<file path="src/hw/rtl/i2crts_pkg.sv">
// ----------------------------------------------------------------------------
// I2C register transfer sequencer package
// Word layouts and constants shared by the sequencer modules.
// ----------------------------------------------------------------------------
`timescale 1ns / 1ps
`default_nettype none

package i2crts_pkg;

  localparam int unsigned LEN_W = 9;
  localparam int unsigned ATT_W = 4;

  localparam logic [LEN_W-1:0] MAX_LENGTH   = 9'd256;
  localparam logic [ATT_W-1:0] ATT_LIMIT    = 4'd15;
  localparam logic [ATT_W-1:0] ATT_RESET    = 4'd8;
  localparam logic [7:0]       FAIL_RX_BYTE = 8'hFF;

  localparam logic MODE_REQUEST    = 1'b0;
  localparam logic MODE_COMPLETION = 1'b1;

  typedef struct packed {
    logic             mode;
    logic [6:0]       dev_addr;
    logic [7:0]       reg_addr;
    logic             is_read;
    logic [LEN_W-1:0] length;
    logic             ack_seen;
    logic [7:0]       rx_data;
    logic [7:0]       tx_data;
  } in_word_t;

  typedef struct packed {
    logic       cmd_valid;
    logic [7:0] cmd_byte;
    logic       cmd_start;
    logic       cmd_stop;
    logic       cmd_receive;
    logic       cmd_master_ack;
    logic       cmd_error;
    logic       rx_valid;
    logic [7:0] rx_byte;
    logic       done_res;
    logic       success;
  } out_word_t;

endpackage : i2crts_pkg

`default_nettype wire

</file>
<file path="src/hw/rtl/i2crts_in_reg.sv">
// ----------------------------------------------------------------------------
// Input register
// Holds one accepted word until the sequencer consumes it.
// ----------------------------------------------------------------------------
`timescale 1ns / 1ps
`default_nettype none

module i2crts_in_reg
  import i2crts_pkg::*;
(
  input  wire logic     clk,
  input  wire logic     rst_n,
  input  wire logic     in_valid,
  output logic          in_ready,
  input  wire in_word_t in_word,
  input  wire logic     advance,
  output logic          q_valid,
  output in_word_t      q_word
);

  logic     q_valid_r;
  in_word_t q_word_r;

  assign in_ready = !q_valid_r || advance;
  assign q_valid  = q_valid_r;
  assign q_word   = q_word_r;

  always_ff @(posedge clk) begin
    if (!rst_n) begin
      q_valid_r <= 1'b0;
    end else if (in_ready) begin
      q_valid_r <= in_valid;
    end
  end

  always_ff @(posedge clk) begin
    if (in_valid && in_ready) begin
      q_word_r <= in_word;
    end
  end

endmodule : i2crts_in_reg

`default_nettype wire

</file>
<file path="src/hw/rtl/i2crts_seq.sv">
// ----------------------------------------------------------------------------
// Transfer sequencer core
// Phase state, retry count, byte count and the next-command decision.
// ----------------------------------------------------------------------------
`timescale 1ns / 1ps
`default_nettype none

module i2crts_seq
  import i2crts_pkg::*;
(
  input  wire logic             clk,
  input  wire logic             rst_n,
  input  wire logic             cfg_valid,
  output logic                  cfg_ready,
  input  wire logic [ATT_W-1:0] cfg_data,
  input  wire logic             fire,
  input  wire in_word_t         q_word,
  output out_word_t             res
);

  typedef enum logic [3:0] {
    PH_IDLE,
    PH_ADDR_W,
    PH_REG,
    PH_ADDR_R,
    PH_DATA_R,
    PH_LAST_R,
    PH_DATA_W,
    PH_LAST_W,
    PH_RETRY
  } phase_t;

  phase_t           phase_r, phase_nxt;
  logic [ATT_W-1:0] max_att_r;
  logic [ATT_W-1:0] att_r, att_nxt;
  logic [LEN_W-1:0] left_r, left_nxt;
  logic [6:0]       dev_r, dev_nxt;
  logic [7:0]       reg_r, reg_nxt;
  logic             dir_r, dir_nxt;

  assign cfg_ready = 1'b1;

  always_comb begin
    logic [ATT_W-1:0] att_inc;
    logic [LEN_W-1:0] left_dec;
    logic [LEN_W-1:0] len;
    res       = '0;
    phase_nxt = phase_r;
    att_nxt   = att_r;
    left_nxt  = left_r;
    dev_nxt   = dev_r;
    reg_nxt   = reg_r;
    dir_nxt   = dir_r;
    att_inc   = (att_r < ATT_LIMIT) ? att_r + 1'b1 : att_r;
    left_dec  = (left_r > 9'd1) ? left_r - 1'b1 : left_r;
    len       = q_word.length;
    if (len == '0) begin
      len = 9'd1;
    end else if (len > MAX_LENGTH) begin
      len = MAX_LENGTH;
    end

    if (q_word.mode == MODE_REQUEST) begin
      if (phase_r == PH_IDLE) begin
        dev_nxt       = q_word.dev_addr;
        reg_nxt       = q_word.reg_addr;
        dir_nxt       = q_word.is_read;
        left_nxt      = len;
        att_nxt       = '0;
        res.cmd_valid = 1'b1;
        res.cmd_byte  = {q_word.dev_addr, 1'b0};
        res.cmd_start = 1'b1;
        phase_nxt     = PH_ADDR_W;
      end
    end else begin
      case (phase_r)
        PH_RETRY: begin
          res.cmd_valid = 1'b1;
          res.cmd_byte  = {dev_r, 1'b0};
          res.cmd_start = 1'b1;
          phase_nxt     = PH_ADDR_W;
        end
        PH_ADDR_W, PH_REG, PH_ADDR_R: begin
          if (!q_word.ack_seen) begin
            // address-phase NACK: error stop, then retry or fail
            res.cmd_valid = 1'b1;
            res.cmd_stop  = 1'b1;
            res.cmd_error = 1'b1;
            att_nxt       = att_inc;
            if (att_inc >= max_att_r) begin
              res.done_res = 1'b1;
              res.rx_byte  = FAIL_RX_BYTE;
              phase_nxt    = PH_IDLE;
            end else begin
              phase_nxt = PH_RETRY;
            end
          end else if (phase_r == PH_ADDR_W) begin
            res.cmd_valid = 1'b1;
            res.cmd_byte  = reg_r;
            phase_nxt     = PH_REG;
          end else if (phase_r == PH_REG && dir_r) begin
            res.cmd_valid = 1'b1;
            res.cmd_byte  = {dev_r, 1'b1};
            res.cmd_start = 1'b1;
            phase_nxt     = PH_ADDR_R;
          end else if (phase_r == PH_REG) begin
            res.cmd_valid = 1'b1;
            res.cmd_byte  = q_word.tx_data;
            res.cmd_stop  = (left_r <= 9'd1);
            phase_nxt     = (left_r <= 9'd1) ? PH_LAST_W : PH_DATA_W;
          end else begin
            res.cmd_valid      = 1'b1;
            res.cmd_receive    = 1'b1;
            res.cmd_stop       = (left_r <= 9'd1);
            res.cmd_master_ack = (left_r > 9'd1);
            phase_nxt          = (left_r <= 9'd1) ? PH_LAST_R : PH_DATA_R;
          end
        end
        PH_DATA_R: begin
          res.rx_valid       = 1'b1;
          res.rx_byte        = q_word.rx_data;
          left_nxt           = left_dec;
          res.cmd_valid      = 1'b1;
          res.cmd_receive    = 1'b1;
          res.cmd_stop       = (left_dec <= 9'd1);
          res.cmd_master_ack = (left_dec > 9'd1);
          phase_nxt          = (left_dec <= 9'd1) ? PH_LAST_R : PH_DATA_R;
        end
        PH_LAST_R: begin
          res.rx_valid = 1'b1;
          res.rx_byte  = q_word.rx_data;
          res.done_res = 1'b1;
          res.success  = 1'b1;
          phase_nxt    = PH_IDLE;
        end
        PH_DATA_W: begin
          if (q_word.ack_seen) begin
            left_nxt      = left_dec;
            res.cmd_valid = 1'b1;
            res.cmd_byte  = q_word.tx_data;
            res.cmd_stop  = (left_dec <= 9'd1);
            phase_nxt     = (left_dec <= 9'd1) ? PH_LAST_W : PH_DATA_W;
          end else begin
            res.cmd_valid = 1'b1;
            res.cmd_stop  = 1'b1;
            res.cmd_error = 1'b1;
            res.done_res  = 1'b1;
            res.rx_byte   = FAIL_RX_BYTE;
            phase_nxt     = PH_IDLE;
          end
        end
        PH_LAST_W: begin
          res.done_res = 1'b1;
          if (q_word.ack_seen) begin
            res.success = 1'b1;
          end else begin
            res.cmd_valid = 1'b1;
            res.cmd_stop  = 1'b1;
            res.cmd_error = 1'b1;
            res.rx_byte   = FAIL_RX_BYTE;
          end
          phase_nxt = PH_IDLE;
        end
        default: begin
          phase_nxt = PH_IDLE;
        end
      endcase
    end
  end

  always_ff @(posedge clk) begin
    if (!rst_n) begin
      phase_r   <= PH_IDLE;
      att_r     <= '0;
      left_r    <= '0;
      dev_r     <= '0;
      reg_r     <= '0;
      dir_r     <= 1'b0;
      max_att_r <= ATT_RESET;
    end else begin
      if (cfg_valid && cfg_ready) begin
        max_att_r <= cfg_data;
      end
      if (fire) begin
        phase_r <= phase_nxt;
        att_r   <= att_nxt;
        left_r  <= left_nxt;
        dev_r   <= dev_nxt;
        reg_r   <= reg_nxt;
        dir_r   <= dir_nxt;
      end
    end
  end

endmodule : i2crts_seq

`default_nettype wire

</file>
<file path="src/hw/rtl/i2crts_out_reg.sv">
// ----------------------------------------------------------------------------
// Result register
// Holds one result word until the consumer takes it.
// ----------------------------------------------------------------------------
`timescale 1ns / 1ps
`default_nettype none

module i2crts_out_reg
  import i2crts_pkg::*;
(
  input  wire logic      clk,
  input  wire logic      rst_n,
  input  wire logic      load,
  input  wire out_word_t res,
  output logic           advance,
  output logic           out_valid,
  input  wire logic      out_ready,
  output out_word_t      out_word
);

  logic      out_valid_r;
  out_word_t out_word_r;

  assign advance   = !out_valid_r || out_ready;
  assign out_valid = out_valid_r;
  assign out_word  = out_word_r;

  always_ff @(posedge clk) begin
    if (!rst_n) begin
      out_valid_r <= 1'b0;
    end else if (advance) begin
      out_valid_r <= load;
    end
  end

  always_ff @(posedge clk) begin
    if (load && advance) begin
      out_word_r <= res;
    end
  end

endmodule : i2crts_out_reg

`default_nettype wire

</file>
<file path="src/hw/rtl/i2c_register_transfer_sequencer.sv">
// ----------------------------------------------------------------------------
// I2C register transfer sequencer
// Issues byte commands to an I2C byte engine for register reads and writes.
//
//   channel   dir  handshake              payload
//   in_       in   in_valid / in_ready    in_word  (in_word_t)
//   out_      out  out_valid / out_ready  out_word (out_word_t)
//   cfg_      in   cfg_valid / cfg_ready  cfg_data (max_attempts)
//
// One word per cycle while out_ready is high; each word passes the input register,
// then the result register. Reset clears phase, counters and both valid flags.
// out_ready low holds the result; in_ready drops while both registers are
// full and out_ready is low.
// ----------------------------------------------------------------------------
`timescale 1ns / 1ps
`default_nettype none

module i2c_register_transfer_sequencer
  import i2crts_pkg::*;
(
  input  wire logic             clk,
  input  wire logic             rst_n,
  input  wire logic             in_valid,
  output logic                  in_ready,
  input  wire in_word_t         in_word,
  output logic                  out_valid,
  input  wire logic             out_ready,
  output out_word_t             out_word,
  input  wire logic             cfg_valid,
  output logic                  cfg_ready,
  input  wire logic [ATT_W-1:0] cfg_data
);

  logic      advance;
  logic      q_valid;
  in_word_t  q_word;
  out_word_t res;

  i2crts_in_reg u_in_reg (
    .clk      (clk),
    .rst_n    (rst_n),
    .in_valid (in_valid),
    .in_ready (in_ready),
    .in_word  (in_word),
    .advance  (advance),
    .q_valid  (q_valid),
    .q_word   (q_word)
  );

  i2crts_seq u_seq (
    .clk       (clk),
    .rst_n     (rst_n),
    .cfg_valid (cfg_valid),
    .cfg_ready (cfg_ready),
    .cfg_data  (cfg_data),
    .fire      (q_valid && advance),
    .q_word    (q_word),
    .res       (res)
  );

  i2crts_out_reg u_out_reg (
    .clk       (clk),
    .rst_n     (rst_n),
    .load      (q_valid),
    .res       (res),
    .advance   (advance),
    .out_valid (out_valid),
    .out_ready (out_ready),
    .out_word  (out_word)
  );

endmodule : i2c_register_transfer_sequencer

`default_nettype wire

</file>
<file path="config.mk">
export PLATFORM = sky130hd
export DESIGN_NAME = i2c_register_transfer_sequencer
export DESIGN_NICKNAME = d
export VERILOG_FILES = /design/src/hw/rtl/i2crts_pkg.sv /design/src/hw/rtl/i2crts_in_reg.sv /design/src/hw/rtl/i2crts_seq.sv /design/src/hw/rtl/i2crts_out_reg.sv /design/src/hw/rtl/i2c_register_transfer_sequencer.sv
export SDC_FILE = /design/constraint.sdc
export NUM_CORES = 1
export LEC_CHECK = 0
export ABC_AREA = 1
export BUFFER_PORTS_ARGS = -buffer_cell sky130_fd_sc_hd__buf_4
export CORE_MARGIN = 5
export CORE_UTILIZATION = 36
export DETAILED_ROUTE_END_ITERATION = 6
export MAX_ROUTING_LAYER = met4
export PLACE_DENSITY = 0.6
export REMOVE_ABC_BUFFERS = 1
export SLEW_MARGIN = 15
export SYNTH_ARGS = -nofsm -noshare
export SYNTH_HDL_FRONTEND = slang
export SYNTH_SLANG_ARGS = --single-unit
</file>
<file path="constraint.sdc">
create_clock -name clk -period 3.63 [get_ports clk]
set_input_delay 0.1815 -clock clk [delete_from_list [all_inputs] [get_ports clk]]
set_output_delay 0.1815 -clock clk [all_outputs]
set_load 0.01 [all_outputs]
</file>
==> flow_metrics.env, run 1 <==
export IMPL_hold_path_cell_count=1
export IMPL_whs_endpoint="u_in_reg.q_word[15]"
export IMPL_hold_start="in_word[15]"
export IMPL_synth_cell_types=43
export IMPL_grt_max_degree=35
export IMPL_layout_common_cells="82 x buf_4, 81 x nand2_1, 68 x edfxtp_1"
export IMPL_start_util_pct=36.7
export IMPL_mostFrequentLayoutCell="buf_4"
export IMPL_port_buffer_count=78
export IMPL_areaGrowthSynthToFinish_pct=30.8
export IMPL_slew_violations=0
export IMPL_clkTransAtPathRegs_ps=70
export IMPL_vdd_drop_max_v=0.000313
export IMPL_wl_per_cell_um=14.2
export IMPL_r2r_slack_ps=1300
export IMPL_numCtsBuffers=9
export IMPL_syn_area_per_cell_um2=9.72
export IMPL_via_per_inst=4.80
export IMPL_period_needed_ps=2330
export IMPL_r2r_cells=11
export IMPL_drt_iter0_drc=279
export IMPL_post_cts_buffers=0
export IMPL_wirelength_um=11300
export IMPL_synth_ff_latch_count=107
export IMPL_finalNetCount=677
export IMPL_synthSimpleGateAreaFrac_pct=18.8
export IMPL_layout_drive_gt1_share_pct=21.3
export IMPL_design_die_area_um2=15900
export IMPL_maxCapViolCount=0
export IMPL_hpwl_um=8000
export IMPL_grt_pass1_wl_um=18900
export IMPL_synth_xor_area_share_pct=0.724
export IMPL_hold_class="in2reg"
export IMPL_utilization_pct=48.0
export IMPL_synth_async_reset_ratio_pct=0
export IMPL_final_period_utilization_pct=64.1
export IMPL_finalClockSkew_ps=11.3
export IMPL_cts_tree="done"
export IMPL_fmax_mhz=430
export IMPL_ys_warn_count=0
export IMPL_ys_seq_area_share_pct=58.3
export IMPL_grt_overflow=0
export IMPL_antenna_found_initial=0
export IMPL_grt_pass1_vias=3913
export IMPL_die_h_um=126
export IMPL_crit_reg2reg_capture="u_out_reg.out_word[9]"
export IMPL_worstPathMaxFanout=9
export IMPL_fp_row_count=42
export IMPL_cp_data_required_time_ps=3710
export IMPL_coreArea_um2=13200
export IMPL_clk_latency_ps=360
export IMPL_cts_num_sinks=107
export IMPL_antenna_cells=0
export IMPL_synth_edf_count=68
export IMPL_htreeDepth=3
export IMPL_synth_ff_type="edfxtp_1"
export IMPL_cts_buffer_depth=2
export IMPL_crit_type="reg2reg"
export IMPL_critPathCaptureType="register"
export IMPL_r2r_start="u_seq.att_r[0]"
export IMPL_finalWeightedCongestion=0.875
export IMPL_setup_tns_ps=0
export IMPL_first_pass_iters=5
export IMPL_synth_area_mux_share_pct=0
export IMPL_synth_compound_area_share_pct=14.4
export IMPL_tightest_slew_ps=931
export IMPL_cp_data_arrival_time_ps=2410
export IMPL_yosys_area_share_adder_pct=1.81
export IMPL_grt_util_all_layers_pct=15.2
export IMPL_ant_nets=0
export IMPL_rsz0062_at_grt="false"
export IMPL_vias=3835
export IMPL_slew_headroom_pct=38.0
export IMPL_cts_root_buf="clkbuf_16"
export IMPL_hold_viol_final=0
export IMPL_cp_start_kind="register"
export IMPL_status="finished, final reports clean"
export IMPL_finalSetupViolCount=0
export IMPL_pwr_density_cell_nw_per_um2=442
export IMPL_p_leak_nw=2.62
export IMPL_num_io_pins=80
export IMPL_synth_top_family_by_area="simple AND/OR/NAND/NOR gates"
export IMPL_drc=0
export IMPL_netlist_area_um2=4840
export IMPL_die_w_um=126
export IMPL_syn_inst=498
## flip-flops by register name, summed over array words and instances (netlist names)
register	cells
u_seq.left_r	9
u_in_reg.q_word	43
u_seq.dir_r	1
u_out_reg.out_word	25
u_seq.reg_r	8
u_seq.phase_r	4
u_out_reg.out_valid	1
u_seq.max_att_r	4
u_in_reg.q_valid	1
u_seq.att_r	4
u_seq.dev_r	7
## worst max-delay path, cell delays in order (launching register included)
cell	delay (ps)
dfxtp_1	400
ha_1	190
nand2_1	70
nor2_1	210
inv_1	90
nand2_1	70
nand2_1	70
ha_1	320
a21oi_1	150
o211ai_1	130
nand2_1	270
a21oi_1	110
## cell families after synthesis
logic type,count (synthesis)
and+or+nand+nor,190
AOI/OAI and AO/OA,123
DFF,107
buffers and inverters,66
adders and majority gates,7
xor gates and xnor gates,4
other,1
## what timing repair did
item	4_1_cts	5_1_grt
hold buffers	41	0
resized for setup	0	0
hold endpoints to repair	41	0
## cell usage after synthesis, types with 3 or more instances
master / n / area share (%)
o21ai_2: 4 / 0.72
o211ai_1: 3 / 0.47
ha_1: 7 / 1.8
a22oi_1: 5 / 0.78
clkbuf_1: 4 / 0.31
nor2_2: 5 / 0.65
a21oi_1: 60 / 6.2
dfxtp_1: 39 / 16
nand4_1: 3 / 0.39
edfxtp_1: 68 / 42
xor2_1: 3 / 0.54
inv_1: 43 / 3.3
a31oi_1: 6 / 0.78
nor3_1: 5 / 0.52
inv_2: 8 / 0.62
buf_6: 3 / 0.70
nand2_4: 5 / 1.2
nor2_1: 54 / 4.2
buf_2: 3 / 0.31
o21ai_0: 29 / 3.0
nand2_1: 81 / 6.3
nand3_1: 26 / 2.7
o21ai_1: 5 / 0.52
nor2_8: 3 / 1.2
## stage by stage
| step | setup slack [ps] | area [µm²] | hold WS (ps) | cells | total power (W) |
|---|---|---|---|---|---|
| floorplan | 716 | 4750 | 280 | 484 | 0.00162 |
| global placement | 1460 | 5590 | 359 | 742 | 0.00175 |
| detailed placement | 1360 | 5590 | 361 | 742 | 0.00175 |
| CTS | 1300 | 6330 | 0.805 | 799 | 0.00283 |
| global route | 1090 | 6330 | 4.04 | 799 | 0.00293 |
| finish | 1300 | 6330 | 16.7 | 799 | 0.00280 |
## layout make-up
cell class,instances,area (µm²)
Clock buffer,10,239
Clock inverter,6,86.3
Fill cell,1203,6860
Inverter,52,198
Multi-Input combinational cell,325,1740
Sequential cell,107,2820
Tap cell,176,220
Timing Repair Buffer,123,1030
## metal layers
metal | part of all wire (%) | track usage, %
met3 | 4.7 | 3.39
met5 | 0 | -
met1 | 44 | 18.6
met2 | 49 | 24.2
met4 | 2.8 | 6.56
## worst max path at each step
stage	to	cells past startpoint	slack, ps	startpoint
after floorplan	u_seq.dev_r[0]	6	720	u_out_reg.out_valid
after global placement	u_out_reg.out_word[3]	11	1460	u_seq.att_r[0]
after detailed placement	u_out_reg.out_word[9]	11	1360	u_seq.att_r[0]
after CTS	u_out_reg.out_word[9]	11	1300	u_seq.att_r[0]
after global routing	u_out_reg.out_word[9]	11	1090	u_seq.att_r[0]
final	u_out_reg.out_word[9]	11	1300	u_seq.att_r[0]
## power by group
part | switching [W] | leakage (nW) | internal, W
sequential | 0.0000346 | 0.981 | 0.00136
clock | 0.000463 | 0.160 | 0.000574
combinational | 0.000209 | 1.48 | 0.000155
total | 0.000707 | 2.62 | 0.00209
(Power assumes the default switching activity.)
==> run 2: changes to the inputs <==
==> constraint.sdc (replaced) <==
create_clock -name clk -period 2.2 [get_ports clk]
set_input_delay 0.11 -clock clk [delete_from_list [all_inputs] [get_ports clk]]
set_output_delay 0.11 -clock clk [all_outputs]
set_load 0.01 [all_outputs]
==> flow_metrics.env, run 2 (same netlist as run 1, synthesis figures left out) <==
export IMPL_status="finished, final reports clean"
export IMPL_pwr_density_cell_nw_per_um2=698
export IMPL_cp_start_kind="register"
export IMPL_fmax_mhz=466
export IMPL_critical_path_slowest_cell="dfxtp_4"
export IMPL_design_die_area_um2=15900
export IMPL_rsz0062_at_grt="true"
export IMPL_grt_pass1_vias=3922
export IMPL_clkTransAtPathRegs_ps=70
export IMPL_grt_util_all_layers_pct=15.4
export IMPL_numCtsBuffers=9
export IMPL_antenna_found_initial=0
export IMPL_coreArea_um2=13200
export IMPL_final_area_um2=6510
export IMPL_cts_root_buf="clkbuf_16"
export IMPL_finalClockSkew_ps=13.3
export IMPL_slew_headroom_pct=53.4
export IMPL_grt_max_degree=35
export IMPL_port_buffer_count=78
export IMPL_vias=3898
export IMPL_final_period_utilization_pct=97.6
export IMPL_placed_cell_area_um2=5670
export IMPL_dp_cells=750
export IMPL_tightest_slew_ps=698
export IMPL_critPathCaptureType="register"
export IMPL_start_util_pct=36.7
export IMPL_antenna_cells=0
export IMPL_cts_buffer_depth=2
export IMPL_cts_num_sinks=107
export IMPL_period_needed_ps=2150
export IMPL_slew_violations=0
export IMPL_finalWeightedCongestion=0.881
export IMPL_clk_latency_ps=350
export IMPL_cp_data_arrival_time_ps=2240
export IMPL_mostFrequentLayoutCell="buf_4"
export IMPL_hold_viol_final=0
export IMPL_drc=0
export IMPL_crit_family="simple AND/OR/NAND/NOR gates"
export IMPL_cp_data_required_time_ps=2290
export IMPL_vdd_drop_max_v=0.000404
export IMPL_crit_type="reg2reg"
export IMPL_grt_pass1_wl_um=19100
export IMPL_finalNetCount=693
export IMPL_cpMostUsedCell="nand2_1"
export IMPL_layout_drive_gt1_share_pct=24.3
export IMPL_largest_reg_flops=43
export IMPL_instances_no_fill=815
export IMPL_finalSetupViolCount=0
export IMPL_via_per_inst=4.78
export IMPL_htreeDepth=3
export IMPL_die_h_um=126
export IMPL_cp_num_buf_inv=2
export IMPL_num_io_pins=80
export IMPL_die_w_um=126
export IMPL_drt_iter0_drc=318
export IMPL_hold_class="in2reg"
export IMPL_wirelength_um=11600
export IMPL_crit_path_cell_trace="ha_1, nand2_1, nor2_2, buf_4, nand2_1, nand2_1, ha_4, a21oi_2, o211ai_1, buf_4, nand2_4, a21oi_1"
export IMPL_maxCapViolCount=0
export IMPL_hpwl_um=8280
export IMPL_fp_row_count=42
export IMPL_max_stage_delay_ps=380
export IMPL_first_pass_iters=4
export IMPL_layout_common_cells="91 x buf_4, 80 x nand2_1, 68 x edfxtp_1"
export IMPL_grt_overflow=0
export IMPL_p_leak_nw=2.71
export IMPL_ant_nets=0
export IMPL_worstPathMaxFanout=5
export IMPL_cts_tree="done"
export IMPL_areaGrowthSynthToFinish_pct=34.5
export IMPL_wl_per_cell_um=14.2
-- run 2: cell count changes in the layout (fill, tap and decap cells not counted), sizes merged --
cell         change
buf             +10
dlygate4sd3      +5
bufinv           -1
clkinvlp         +1
nand2            +1
-- run 2: through the flow --
stage | setup slack, ps | setup TNS [ps] | power, W | hold WS (ps) | util (%)
2_1_floorplan | -714 | -18240 | 0.00267 | 209 | -
6_report | 52.2 | 0 | 0.00455 | 49.4 | 49.4
5_1_grt | -10.3 | -31.1 | 0.00476 | 64.2 | 49.4
3_5_place_dp | -90.7 | -733 | 0.00291 | 289 | 43.0
4_1_cts | 9.91 | 0 | 0.00459 | 25.4 | 48.9
3_3_place_gp | 35.8 | 0 | 0.00289 | 289 | 43.0
-- run 2: worst min-delay path: stages --
cell     delay [ps]
buf_4            70
inv_1            60
nand2_1          60
a21oi_1          50
-- run 2: path summary, 6_finish.rpt --
| kind | from | endpoint | slack (ps) | cells after the start |
|---|---|---|---|---|
| setup / recovery | u_seq.att_r[0] | u_out_reg.out_word[2] | 50 | 12 |
| hold / removal | out_ready | u_out_reg.out_valid | 50 | 4 |
| setup reg to reg | u_seq.att_r[0] | u_out_reg.out_word[2] | 50 | 12 |
| hold reg to reg | u_seq.dev_r[3] | u_seq.dev_r[3] | 460 | 2 |
-- run 2: cell type report --
| type | instances | area (µm²) |
|---|---|---|
| clock buffer | 10 | 250 |
| clock inverter | 6 | 52.6 |
| fill | 1208 | 6680 |
| inverter | 52 | 198 |
| multi-input combinational | 326 | 1800 |
| sequential | 107 | 2830 |
| tap | 176 | 220 |
| timing repair buffer | 138 | 1160 |
-- run 2: power breakdown --
group          total (W)  leakage, nW  switching, W  internal (W)
clock network    0.00160        0.148      0.000744      0.000859
logic           0.000642         1.58      0.000361      0.000280
registers        0.00230        0.983     0.0000564       0.00224
-- run 2: routing by layer --
| metal | track usage (%) | routed length [µm] |
|---|---|---|
| met2 | 25.5 | 5730 |
| met5 | - | 0 |
| met3 | 4.02 | 591 |
| met1 | 18.5 | 5030 |
| met4 | 5.11 | 233 |
-- run 2: timing repair --
item	CTS	global route
buffers inserted	1	1
resized for setup	4	11
gates cloned	1	0
endpoints found under the setup margin	9	10
pin swaps	2	2
hold buffers	46	0
hold endpoints to repair	45	0
==> run 3: changes to the inputs <==
--- a/config.mk
+++ b/config.mk
@@ -6,12 +6,15 @@
 export NUM_CORES = 1
 export LEC_CHECK = 0
 export ABC_AREA = 1
+export ABC_CLOCK_PERIOD_IN_PS = 2200
 export BUFFER_PORTS_ARGS = -buffer_cell sky130_fd_sc_hd__buf_4
+export CELL_PAD_IN_SITES_DETAIL_PLACEMENT = 2
+export CELL_PAD_IN_SITES_GLOBAL_PLACEMENT = 2
 export CORE_MARGIN = 5
-export CORE_UTILIZATION = 36
+export CORE_UTILIZATION = 35
 export DETAILED_ROUTE_END_ITERATION = 6
 export MAX_ROUTING_LAYER = met4
-export PLACE_DENSITY = 0.6
+export PLACE_DENSITY = 0.84
 export REMOVE_ABC_BUFFERS = 1
 export SLEW_MARGIN = 15
 export SYNTH_ARGS = -nofsm -noshare
==> flow_metrics.env, run 3 (same netlist as run 1, synthesis figures left out) <==
export IMPL_finalClockSkew_ps=17.3
export IMPL_port_buffer_count=78
export IMPL_coreArea_um2=13700
export IMPL_ant_nets=0
export IMPL_placed_cell_area_um2=5660
export IMPL_drc=0
export IMPL_cts_root_buf="clkbuf_16"
export IMPL_utilization_pct=47.7
export IMPL_grt_pass1_wl_um=29200
export IMPL_cp_data_required_time_ps=2400
export IMPL_pwr_density_cell_nw_per_um2=715
export IMPL_critPathCaptureType="register"
export IMPL_fmax_mhz=477
export IMPL_via_per_inst=5.31
export IMPL_areaGrowthSynthToFinish_pct=35.0
export IMPL_r2r_cells=13
export IMPL_drt_iter0_drc=328
export IMPL_finalWeightedCongestion=0.820
export IMPL_layout_common_cells="90 x buf_4, 76 x nand2_1, 68 x edfxtp_1"
export IMPL_crit_type="reg2reg"
export IMPL_grt_util_all_layers_pct=24.4
export IMPL_final_period_utilization_pct=95.3
export IMPL_mostFrequentLayoutCell="buf_4"
export IMPL_worstPathMaxFanout=3
export IMPL_period_needed_ps=2100
export IMPL_htreeDepth=3
export IMPL_maxCapViolCount=0
export IMPL_cp_data_arrival_time_ps=2300
export IMPL_slew_violations=0
export IMPL_clk_latency_ps=370
export IMPL_num_io_pins=80
export IMPL_p_leak_nw=2.69
export IMPL_start_util_pct=35.3
export IMPL_finalNetCount=692
export IMPL_combPwrFrac_pct=15.7
export IMPL_crit_path_cell_trace="ha_4, nand2_2, nor2_4, inv_2, nand2_2, nand2_4, ha_4, a21oi_1, o211ai_1, buf_4, nor2_1, a22oi_1, nor2_1"
export IMPL_antenna_found_initial=0
export IMPL_vdd_drop_max_v=0.000679
export IMPL_clkTransAtPathRegs_ps=80
export IMPL_dp_slack_ps=-228
export IMPL_vias=4344
export IMPL_design_die_area_um2=16300
export IMPL_max_stage_delay_ps=360
export IMPL_p_sw_w=0.00135
export IMPL_final_area_um2=6540
export IMPL_clkPwrFrac_pct=34.8
export IMPL_holdWs_ps=44.4
export IMPL_status="finished, final reports clean"
export IMPL_internal_power_w=0.00332
export IMPL_die_h_um=128
export IMPL_hpwl_um=11200
export IMPL_rsz0062_at_grt="true"
export IMPL_largest_reg_flops=43
export IMPL_tightest_slew_ps=766
export IMPL_cts_buffer_depth=2
export IMPL_wl_per_cell_um=23.0
export IMPL_switching_share_pct=28.9
export IMPL_finalSetupViolCount=0
export IMPL_fp_row_count=43
export IMPL_layout_drive_gt1_share_pct=25.5
export IMPL_grt_overflow=0
export IMPL_cts_tree="done"
export IMPL_first_pass_iters=4
export IMPL_slew_headroom_pct=48.9
export IMPL_critical_path_slowest_cell="dfxtp_2"
export IMPL_nFillCells=1444
export IMPL_die_w_um=128
export IMPL_hold_viol_final=0
export IMPL_numCtsBuffers=9
export IMPL_cts_num_sinks=107
export IMPL_grt_max_degree=36
export IMPL_seqPwrFrac_pct=49.5
export IMPL_cp_start_kind="register"
export IMPL_layout_setup_ws_ps=103
export IMPL_hold_class="in2reg"
export IMPL_grt_pass1_vias=5036
export IMPL_wirelength_um=18800
export IMPL_antenna_cells=0
export IMPL_hold_path_cell_count=3
## run 3: cell types whose count changed in the layout (fill, tap and decap cells not counted), moves of 2 or more
cell,change
nand2_1,-4
nand2_2,+4
a21oi_1,+2
dfxtp_2,+3
a21oi_2,-2
ha_4,+2
dfxtp_1,-2
ha_1,-3
## run 3: worst paths after layout
path,from,end,slack [ps]
worst max register to register,u_seq.att_r[0],u_seq.phase_r[3],100
worst min-delay path,cfg_data[1],u_seq.max_att_r[1],40
worst max-delay path,u_seq.att_r[0],u_seq.phase_r[3],100
worst min register to register,u_in_reg.q_word[30],u_seq.reg_r[3],480
## run 3: per-layer routing
| layer | GRT usage, % | part of all wire, % | vias to the layer above |
|---|---|---|---|
| met5 | - | 0 | - |
| met4 | 9.24 | 3.4 | 0 |
| met3 | 4.43 | 3.4 | 39 |
| met2 | 44.5 | 54 | 122 |
| met1 | 26.4 | 39 | 2203 |
| li1 | - | - | 1980 |
## run 3: layout make-up
| type | instances | area (µm²) | area share (%) |
|---|---|---|---|
| Clock buffer | 9 | 225 | 3.44 |
| Clock inverter | 7 | 57.6 | 0.880 |
| Inverter | 52 | 198 | 3.02 |
| Multi-Input combinational cell | 326 | 1850 | 28.3 |
| Sequential cell | 107 | 2830 | 43.3 |
| Tap cell | 180 | 225 | 3.44 |
| Timing Repair Buffer | 137 | 1160 | 17.7 |
## run 3: metrics by stage
| stage | std cells | power, W | TNS, ps |
|---|---|---|---|
| 2_1_floorplan | 484 | 0.00267 | -18240 |
| 3_3_place_gp | 753 | 0.00290 | 0 |
| 3_5_place_dp | 753 | 0.00294 | -1810 |
| 4_1_cts | 818 | 0.00462 | 0 |
| 5_1_grt | 818 | 0.00485 | -37.4 |
| 6_report | 818 | 0.00467 | 0 |
## run 3: power by group through the flow
stage,clock [W],sequential [W],combinational (W)
2_1_floorplan,0,0.00235,0.000325
3_3_place_gp,0,0.00234,0.000562
3_5_place_dp,0,0.00235,0.000594
4_1_cts,0.00162,0.00230,0.000694
5_1_grt,0.00173,0.00232,0.000797
6_report,0.00163,0.00231,0.000735
## run 3: repair_timing
item	CTS	global route
hold buffers	46	0
endpoints found under the setup margin	10	15
pin swaps	4	8
gates cloned	1	0
setup buffers	2	1
hold endpoints to repair	45	0
gates resized for setup	9	19
## run 3: critical path: cells and delay by family (launching register included)
| family | cells | cell delay (ps) |
|---|---|---|
| AND/OR/NAND/NOR | 6 | 540 |
| adder cells (fa/ha/maj) | 2 | 410 |
| AO/OA/AOI/OAI | 3 | 390 |
| flip-flops | 1 | 360 |
| buffers and inverters | 2 | 230 |
